**src/rtl/ctd_pkg.sv**
```systemverilog
package ctd_pkg;

    localparam int DEF_TABLE_DEPTH = 1024;

    localparam int CNT_W   = 11;
    localparam int IDX_W   = 10;
    localparam int VAL_W   = 64;
    localparam int WORD_W  = 32;
    localparam int DEG_W   = 11;
    localparam int HASH_W  = 32;
    localparam int CMD_W   = 2;

    // stream packing, padded to whole bytes
    localparam int S_FIELDS_W = IDX_W + VAL_W + WORD_W;
    localparam int S_TDATA_W  = ((S_FIELDS_W + 7) / 8) * 8;
    localparam int M_FIELDS_W = DEG_W + HASH_W;
    localparam int M_TDATA_W  = ((M_FIELDS_W + 7) / 8) * 8;

    localparam logic [CMD_W-1:0] CMD_LOAD = 2'd0;
    localparam logic [CMD_W-1:0] CMD_DRAW = 2'd1;
    localparam logic [CMD_W-1:0] CMD_FOLD = 2'd2;

    localparam logic KIND_DEGREE = 1'b0;
    localparam logic KIND_HASH   = 1'b1;

    localparam logic [HASH_W-1:0] HASH_MULT = 32'h0100_0193;

    typedef enum logic [3:0] {
        ST_IDLE,
        ST_DRAW_TOT,
        ST_DRAW_CHK,
        ST_DRAW_MUL,
        ST_SRCH_RD,
        ST_SRCH_CMP,
        ST_FOLD_RD,
        ST_FOLD_LO,
        ST_FOLD_HI,
        ST_FINISH
    } state_t;

    typedef enum logic [1:0] {
        RD_TOTAL,
        RD_MID,
        RD_FOLD
    } rd_src_t;

    typedef struct packed {
        logic    take;        // input beat accepted
        logic    wr_en;       // table write from a load beat
        logic    rd_en;
        rd_src_t rd_src;
        logic    search_init;
        logic    mul_en;
        logic    target_en;
        logic    search_step;
        logic    fold_lo;
        logic    fold_hi;
        logic    res_load;
    } ctrl_t;

    typedef struct packed {
        logic n_zero;
        logic total_zero;
        logic search_done;
        logic fold_last;
        logic out_free;
    } stat_t;

endpackage

```
**src/rtl/ctd_ctrl.sv**
```systemverilog
module ctd_ctrl (
    input  logic                  aclk,
    input  logic                  aresetn,
    input  logic                  s_tvalid,
    input  logic [ctd_pkg::CMD_W-1:0] s_cmd,
    output logic                  s_tready,
    input  ctd_pkg::stat_t        stat,
    output ctd_pkg::ctrl_t        ctrl
);
    import ctd_pkg::*;

    state_t state_reg;
    state_t state_next;
    logic   accept;

    assign s_tready = (state_reg == ST_IDLE);
    assign accept   = s_tvalid && s_tready;

    always_ff @(posedge aclk) begin
        if (!aresetn) begin
            state_reg <= ST_IDLE;
        end else begin
            state_reg <= state_next;
        end
    end

    always_comb begin
        state_next = state_reg;
        case (state_reg)
            ST_IDLE: begin
                if (accept) begin
                    case (s_cmd)
                        CMD_DRAW: state_next = ST_DRAW_TOT;
                        CMD_FOLD: state_next = stat.n_zero ? ST_FINISH : ST_FOLD_RD;
                        default:  state_next = ST_IDLE;
                    endcase
                end
            end
            ST_DRAW_TOT: state_next = stat.n_zero ? ST_FINISH : ST_DRAW_CHK;
            ST_DRAW_CHK: state_next = stat.total_zero ? ST_FINISH : ST_DRAW_MUL;
            ST_DRAW_MUL: state_next = ST_SRCH_RD;
            ST_SRCH_RD:  state_next = stat.search_done ? ST_FINISH : ST_SRCH_CMP;
            ST_SRCH_CMP: state_next = ST_SRCH_RD;
            ST_FOLD_RD:  state_next = ST_FOLD_LO;
            ST_FOLD_LO:  state_next = ST_FOLD_HI;
            ST_FOLD_HI:  state_next = stat.fold_last ? ST_FINISH : ST_FOLD_RD;
            ST_FINISH:   state_next = stat.out_free ? ST_IDLE : ST_FINISH;
            default:     state_next = ST_IDLE;
        endcase
    end

    always_comb begin
        ctrl        = '0;
        ctrl.rd_src = RD_TOTAL;
        case (state_reg)
            ST_IDLE: begin
                ctrl.take  = accept;
                ctrl.wr_en = accept && (s_cmd == CMD_LOAD);
            end
            ST_DRAW_TOT: begin
                // lo starts at zero, so an empty table answers degree one
                ctrl.rd_en       = 1'b1;
                ctrl.rd_src      = RD_TOTAL;
                ctrl.search_init = 1'b1;
            end
            ST_DRAW_CHK: ctrl.mul_en = !stat.total_zero;
            ST_DRAW_MUL: ctrl.target_en = 1'b1;
            ST_SRCH_RD: begin
                ctrl.rd_en  = !stat.search_done;
                ctrl.rd_src = RD_MID;
            end
            ST_SRCH_CMP: ctrl.search_step = 1'b1;
            ST_FOLD_RD: begin
                ctrl.rd_en  = 1'b1;
                ctrl.rd_src = RD_FOLD;
            end
            ST_FOLD_LO:  ctrl.fold_lo = 1'b1;
            ST_FOLD_HI:  ctrl.fold_hi = 1'b1;
            ST_FINISH:   ctrl.res_load = stat.out_free;
            default:     ctrl = '0;
        endcase
    end

endmodule

```
**config.mk**
```make
export PLATFORM = sky130hd
export DESIGN_NAME = ctd_ctrl
export DESIGN_NICKNAME = d
export VERILOG_FILES = /design/src/rtl/ctd_pkg.sv /design/src/rtl/ctd_ctrl.sv
export SDC_FILE = /design/constraint.sdc
export NUM_CORES = 1
export LEC_CHECK = 0
export BUFFER_PORTS_ARGS = -buffer_cell sky130_fd_sc_hd__buf_2
export CORE_AREA = 8 8 45 47
export DETAILED_ROUTE_END_ITERATION = 12
export DIE_AREA = 0 0 53 55
export PLACE_DENSITY = 0.63
export SETUP_SLACK_MARGIN = 0.3
export SYNTH_ARGS = -nofsm -noshare
export SYNTH_HDL_FRONTEND = slang
export SYNTH_SLANG_ARGS = --single-unit
```
**constraint.sdc**
```tcl
create_clock -name aclk -period 2.7 [get_ports aclk]
set_input_delay 0.135 -clock aclk [delete_from_list [all_inputs] [get_ports aclk]]
set_output_delay 0.135 -clock aclk [all_outputs]
set_load 0.02 [all_outputs]
```
; Yosys cells after proc, flatten, opt, wreduce, memory -nomap -nowiden
; Index checks and enable logic that the tools add are counted.
[word_totals]
out_inout_bits = 13
register_bits = 4
[classes]
reduce_logical = 7
n_mux = 18
n_eq_ne = 12
[ops]
columns = op, count
row1 = $pmux W4 S9, 1
row2 = $mux W4, 7
row3 = $eq A4 B3 Y1 const B, 4
row4 = $pmux W3 S3, 1
row5 = $eq A4 B2 Y1 const B, 2
row6 = $eq A4 B4 Y1 const B, 2
row7 = $pmux W4 S2, 1
row8 = $mux W1, 7
row9 = $eq A4 B1 Y1 const B, 1
row10 = $logic_not A4 Y1, 1
row11 = $eq A2 B1 Y1 const B, 1
row12 = $eq A2 B2 Y1 const B, 1
row13 = $logic_and A1 B1 Y1, 2
row14 = $logic_not A1 Y1, 2
row15 = $logic_not A2 Y1, 1
row16 = $mux W2, 1
row17 = $ne A2 B1 Y1 const B, 1
row18 = $reduce_or A2 Y1, 1

; Logic depth before layout (Yosys ltp)
; Gate-level depths: netlist (run 1).
[depth]
ltp_word = 4
mapped_depth = 6

; Worst setup path after synthesis (run 1)
; No wires, ideal clock.
[synth_path]
kind = reg2reg
startpoint = register state_reg[3]
endpoint = register state_reg[0]
synth_period_minus_slack_ps = 1458
arrival_ps = 1387
setup_ps = 71
path_stages_with_launch = 6
required_time_ps = 2629
setup_slack_ps = 1242
cell_sequence = dfxtp_1 buf_2 nand2b_1 nor3_1 a32oi_1 a21oi_1
[synth_between]
elab_chain_cells = 3
word_cells_on_any_way = 14
classes_between = eq/ne: 10 / mux: 1 / reduce/logical: 3
[synth_rtl]
columns = element, line_no
row1 = "start, declared", ctd_ctrl.sv:12  ; state_t state_reg;
row2 = "start signal, assigned", ctd_ctrl.sv:23  ; state_reg <= state_next;
row3 = "$eq A4 B2 Y1, or another cell as far along", ctd_ctrl.sv:29  ; case (state_reg)
row4 = $reduce_or A2 Y1 (no source line) or $logic_and A1 B1 Y1 (tied branches), n/a
row5 = $pmux W4 S9 or $ne A2 B1 Y1 (tied branches), n/a
; Several ways; a longest one is shown, not always the timed one.
; A chain may end at the register's enable or synchronous reset.

==> results.py, run 1 <==
metrics = {
    "floorplan": {
        "fp.dieH_um": 55,
        "io_pins": 23,
        "num_rows": 14,
        "core_area_um2": 1380,
        "die_w_um": 53,
        "start_util_pct": 32.3,
        "dieArea_um2": 2920,
    },
    "critical_path": {
        "critPathRequiredTime_ns": 2.57,
        "slowest_delay_ns": 0.40,
        "worstSetupEndpointType": "output pin",
        "cpMaxStageDelayCell": "nor2_1",
        "path_cells": "nor2_1, and3_1, and2_1, buf_2",
        "worstSetupPathType": "register to output pin",
        "crit_start": "state_reg[1]$_SDFFE_PN0P_",
        "cp_num_buf_inv": 1,
        "cp_max_fo": 12,
        "crit_path_start_kind": "register",
        "cpLargestDelayFamily": "simple AND/OR/NAND/NOR gates",
        "worstReg2RegStart": "state_reg[1]$_SDFFE_PN0P_",
        "cp.arrival_ns": 1.53,
    },
    "finish": {
        "mostFrequentLayoutCell": "buf_2",
        "antenna_cells": 0,
        "largest_register_ffs": 4,
        "finalNetCount": 105,
        "drive_above_1_share_pct": 30.0,
        "mostFrequentLayoutCells": "buf_2 (22), nor2_1 (11), nand2_1 (9)",
        "seq_area_um2": 80.1,
        "syn_to_final_growth_pct": 28.6,
        "n_fill_cell": 160,
        "multi_input_area_um2": 315,
    },
    "yosys": {
        "yosysWarningCount": 0,
        "yosysSeqAreaShare_pct": 17.9,
        "syn_area_per_cell_um2": 6.47,
        "syn_inst": 69,
        "mappedNetlistArea_um2": 447,
        "synthDistinctLibCells": 27,
        "synth_seq_cells": 4,
        "syn-num-nets": 82,
    },
    "clock_tree": {
        "holdBufCountCts": 0,
        "htreeDepth": 1,
        "cts.sink_count": 4,
        "numCtsBuffers": 3,
        "root_buffer": "clkbuf_4",
        "post_cts_resize_count": 0,
        "cts_tree": "done",
        "clkLatencyLatePin_ns": 0.23,
        "clk_path_buf_depth": 2,
        "clkTransAtPathRegs_ns": 0.04,
        "postCtsSetupRepairBufs": 0,
    },
    "placed_design": {
        "post-place-ws_ns": 1.25,
        "io_buffers": 22,
        "dp_hpwl_mm": 1.00,
        "gpl.final_weighted_congestion": 0.793,
    },
    "power_and_ir_drop": {
        "p_seq_share_pct": 30.2,
        "p_sw_w": 0.000101,
        "p_comb_share_pct": 42.6,
        "p_per_area_nw_per_um2": 448,
        "peakVddDrop_v": 0.000239,
        "leakagePower_nw": 0.293,
        "p_clk_share_pct": 27.2,
        "p_sw_share_pct": 39.3,
        "p_int_w": 0.000156,
    },
    "timing": {
        "setup_viol": 0,
        "relSlewSlack_pct": 70.9,
        "period_share_pct": 61.8,
        "fin_worst_hold_slack_ns": 0.228,
        "grt_setup_unrepaired": "no",
        "skew_ns": 0.00305,
        "slew_violations": 0,
        "setup_tns_ns": 0,
        "finalWorstSetupSlack_ns": 1.03,
        "fmax_mhz": 600,
        "min_period_ns": 1.67,
        "tightest_slew_ns": 0.435,
        "hold_viol": 0,
    },
    "detailed_routing": {
        "drt_iter0_drc": 2,
        "vias": 515,
        "ant_nets": 0,
        "first_pass_iters": 3,
        "drcViolationCount": 0,
        "via_per_inst": 4.86,
        "wire_per_inst_um": 11.3,
        "wl_mm": 1.20,
    },
    "global_route": {
        "grt_max_degree": 13,
        "antenna_found_initial": 0,
        "grt_pass1_wl_mm": 1.97,
        "grt.overflow.total": 0,
        "grt_pass1_vias": 451,
        "grt_use_total_pct": 8.91,
    },
    "worst_hold_path": {
        "min_path_type": "input port to register",
        "hold_path_startpoint": "aresetn",
    },
    "status": {
        "status": "finished clean",
    },
    "run": {
        "maxCapViolations": 0,
    },
}
-- tightest hold or removal path, delay by kind of cell --
kind                   cells  cell delay (ns)
AOI/OAI and AO/OA          2             0.17
buffers and inverters      1             0.10
-- routing by layer --
metal / vias up / GRT usage, % / wire length, um
met2: 14 / 14.5 / 538
met3: 2 / 2.94 / 104
met1: 219 / 10.0 / 554
met5: - / 0 / 0
met4: 0 / 5.17 / 6
li1: 280 / - / -
-- layout make-up --
type                       count  area share [%]
clock buffer                   3            3.92
tap                           16            3.49
timing repair buffer          22            19.2
multi-input combinational     54            54.9
sequential                     4            13.9
inverter                       7            4.58
-- synth_stat cells --
cell type  count  area (um2)
nand3_1        1        5.00
a21oi_1        8        40.0
a41oi_1        1        8.76
a32oi_1        2        17.5
inv_1          7        26.3
nor2_1        11        41.3
nor3_1         2        10.0
and3_1         1        6.26
o22ai_1        1        6.26
mux2_2         1        11.3
or2b_1         1        7.51
nand2b_1       3        18.8
or3_1          1        6.26
buf_2          2        10.0
clkbuf_1       1        3.75
buf_6          1        11.3
dfxtp_1        4        80.1
nand2_1        9        33.8
nor2b_1        1        6.26
o221ai_1       1        8.76
and2_1         1        6.26
nor3b_1        1        7.51
mux2i_1        1        10.0
or2_2          1        6.26
or4b_1         1        10.0
ha_1           3        37.5
o21ai_0        2        10.0
-- worst paths after layout --
path         slack, ns  cells after the start                   endpoint
max               1.03                      4                   ctrl[10]
min               0.23                      3  state_reg[1]$_SDFFE_PN0P_
max reg2reg       1.24                      4  state_reg[2]$_SDFFE_PN0P_
min reg2reg       0.73                      2  state_reg[1]$_SDFFE_PN0P_
-- power groups by stage --
stage	registers (W)	logic, W	clock network (W)
after floorplan	0.0000672	0.0000894	0
after global placement	0.0000784	0.000109	0
after detailed placement	0.0000782	0.000110	0
after CTS	0.0000772	0.000111	0.0000742
after global routing	0.0000794	0.000123	0.0000815
final	0.0000777	0.000109	0.0000700
-- logic make-up (layout without fill, tap and decap cells) --
| family | after synthesis | count (layout) | share of synthesized area, % |
|---|---|---|---|
| DFF | 4 | 4 | 17.9 |
| adders and majority gates | 3 | 3 | 8.40 |
| AOI/OAI and AO/OA | 15 | 15 | 20.5 |
| and+or+nand+nor | 34 | 34 | 37.0 |
| muxes | 2 | 2 | 4.76 |
| buffers and inverters | 11 | 32 | 11.5 |
-- stage by stage --
step / util (%) / instance area (um2) / power, W / instances
final: 41.5 / 574 / 0.000257 / 106
after floorplan: - / 447 / 0.000157 / 69
after detailed placement: 39.9 / 552 / 0.000189 / 103
after global placement: 39.9 / 552 / 0.000188 / 103
after global routing: 41.5 / 574 / 0.000284 / 106
after CTS: 41.5 / 574 / 0.000262 / 106
Note: power is estimated with default switching activity, not from simulation.
==> run 2, diff against run 1 <==
--- a/config.mk
+++ b/config.mk
@@ -5,11 +5,12 @@
 export SDC_FILE = /design/constraint.sdc
 export NUM_CORES = 1
 export LEC_CHECK = 0
+export ABC_AREA = 1
 export BUFFER_PORTS_ARGS = -buffer_cell sky130_fd_sc_hd__buf_2
 export CORE_AREA = 8 8 45 47
 export DETAILED_ROUTE_END_ITERATION = 12
 export DIE_AREA = 0 0 53 55
-export PLACE_DENSITY = 0.63
+export PLACE_DENSITY = 0.69
 export SETUP_SLACK_MARGIN = 0.3
 export SYNTH_ARGS = -nofsm -noshare
 export SYNTH_HDL_FRONTEND = slang
==> constraint.sdc (replaced) <==
create_clock -name aclk -period 1.6 [get_ports aclk]
set_input_delay 0.08 -clock aclk [delete_from_list [all_inputs] [get_ports aclk]]
set_output_delay 0.08 -clock aclk [all_outputs]
set_load 0.02 [all_outputs]
==> results.py, run 2 <==
metrics = {
    "status": {
        "status": "finished clean",
    },
    "yosys": {
        "yosysTopAreaCellShare_pct": 15.6,
        "ys_async_sr_fraction_pct": 0,
        "mappedNetlistArea_um2": 514,
        "synth_edf_count": 0,
        "syn_area_per_cell_um2": 6.05,
        "yosys.cell_count.top_type": "nand2_1",
        "synthMuxAreaShare_pct": 0,
        "synth_seq_cells": 4,
        "synth_top_family_by_area": "simple AND/OR/NAND/NOR gates",
        "yosysTopAreaCell": "dfxtp_1",
        "synthSimpleGateAreaFrac_pct": 53.8,
        "synth_area_leaders": "dfxtp_1 (16%), nand2_1 (13%), nor2_2 (9.7%)",
        "yosysSeqAreaShare_pct": 15.6,
        "synth_commonest_cells": "nand2_1 (18), inv_1 (13), nor2_1 (11)",
        "synth_xor_area_share_pct": 0,
        "synthDistinctLibCells": 22,
        "synth_flop_cell": "dfxtp_1",
        "syn-num-nets": 98,
        "yosysWarningCount": 0,
        "synthAdderAreaFrac_pct": 7.30,
        "syn_inst": 85,
        "synth-compound-area-share_pct": 10.2,
    },
    "floorplan": {
        "core_area_um2": 1380,
        "start_util_pct": 37.2,
        "die_w_um": 53,
        "num_rows": 14,
        "io_pins": 23,
        "fp.dieH_um": 55,
        "dieArea_um2": 2920,
    },
    "worst_hold_path": {
        "min_path_type": "input port to register",
    },
    "clock_tree": {
        "root_buffer": "clkbuf_4",
        "clk_path_buf_depth": 2,
        "cts_tree": "done",
        "clkTransAtPathRegs_ns": 0.04,
        "numCtsBuffers": 3,
        "holdBufCountCts": 0,
        "clkLatencyLatePin_ns": 0.23,
        "cts.sink_count": 4,
        "htreeDepth": 1,
    },
    "detailed_routing": {
        "vias": 593,
        "drcViolationCount": 0,
        "wl_mm": 1.47,
        "ant_nets": 0,
        "via_per_inst": 4.60,
        "wire_per_inst_um": 11.4,
        "first_pass_iters": 4,
        "drt_iter0_drc": 10,
    },
    "timing": {
        "min_period_ns": 1.29,
        "skew_ns": 0.00508,
        "hold_viol": 0,
        "grt_setup_unrepaired": "yes",
        "fmax_mhz": 777,
        "period_share_pct": 80.5,
        "relSlewSlack_pct": 82.3,
        "tightest_slew_ns": 0.264,
        "slew_violations": 0,
        "setup_viol": 0,
        "setup_tns_ns": 0,
    },
    "global_route": {
        "antenna_found_initial": 0,
        "grt.overflow.total": 0,
        "grt_pass1_vias": 605,
        "grt_pass1_wl_mm": 2.38,
        "grt_max_degree": 9,
        "grt_use_total_pct": 10.9,
    },
    "finish": {
        "fin_util_pct": 54.0,
        "antenna_cells": 0,
        "mostFrequentLayoutCells": "buf_2 (19), nand2_1 (17), inv_1 (12)",
        "finalNetCount": 128,
        "seq_area_um2": 92.6,
        "multi_input_area_um2": 395,
        "syn_to_final_growth_pct": 45.3,
        "mostFrequentLayoutCell": "buf_2",
        "drive_above_1_share_pct": 52.2,
        "fin_area_um2": 747,
        "largest_register_ffs": 4,
        "n_fill_cell": 142,
    },
    "critical_path": {
        "crit_path_start_kind": "register",
        "critPathRequiredTime_ns": 1.52,
        "worstSetupEndpointType": "output pin",
        "cp_max_fo": 8,
        "worstSetupPathType": "register to output pin",
        "cp.arrival_ns": 1.21,
    },
    "placed_design": {
        "io_buffers": 22,
        "dpl_cell_area_um2": 651,
        "gpl.final_weighted_congestion": 0.831,
        "dp_hpwl_mm": 1.15,
    },
    "power_and_ir_drop": {
        "leakagePower_nw": 0.445,
        "p_per_area_nw_per_um2": 720,
        "peakVddDrop_v": 0.000287,
    },
    "run": {
        "maxCapViolations": 0,
    },
}
[run 2: worst paths after layout]
check / from / to / slack [ns] / depth (start not counted)
max: state_reg[2]$_SDFFE_PN0P_ / ctrl[4] / 0.31 / 5
min reg2reg: state_reg[1]$_SDFFE_PN0P_ / state_reg[3]$_SDFFE_PN0P_ / 0.72 / 3
max reg2reg: state_reg[2]$_SDFFE_PN0P_ / state_reg[0]$_SDFFE_PN0P_ / 0.47 / 6
min: aresetn / state_reg[3]$_SDFFE_PN0P_ / 0.14 / 3
[run 2: worst max-delay path, cell delays in order (launching register included)]
cell and delay, ns:
dfxtp_4 0.38, nor2_4 0.19, buf_4 0.14, nand2_1 0.07, inv_1 0.06, buf_4 0.13
[run 2: cell type report]
type,instances,area share (%)
clock buffer,3,3.02
inverter,18,9.72
multi-input combinational,63,52.9
sequential,4,12.4
tap,16,2.68
timing repair buffer,25,19.3
[run 2: per-layer routing]
| layer | track usage (%) | part of all wire (%) | vias to the layer above |
|---|---|---|---|
| met5 | 0 | 0 | - |
| met4 | 6.47 | 0.88 | 0 |
| met3 | 1.07 | 3.5 | 2 |
| met2 | 20.3 | 54 | 16 |
| met1 | 11.5 | 41 | 258 |
| li1 | - | - | 317 |
[run 2: power by group]
group / internal, W / switching (W)
registers: 0.000111 / 0.0000263
logic: 0.000107 / 0.000170
clock network: 0.0000838 / 0.0000401
total: 0.000302 / 0.000237
[run 2: cells by family after synthesis]
kind of cell,after synthesis
AOI/OAI and AO/OA,7
buffers and inverters,18
adders and majority gates,3
and+or+nand+nor,53
DFF,4
[run 2: stage by stage]
step	instances	hold WS [ns]	power, W	setup slack [ns]
after floorplan	85	0.240	0.000304	0.334
after global placement	123	0.388	0.000372	0.407
after detailed placement	123	0.386	0.000374	0.370
after CTS	129	0.132	0.000525	0.296
after global routing	129	0.151	0.000575	0.261
final	129	0.138	0.000538	0.313
[run 2: what timing repair did]
item                                    4_1_cts  5_1_grt
gates resized for setup                       9       10
pin swaps                                     2        3
setup buffers                                 3        0
endpoints found under the setup margin       10        5
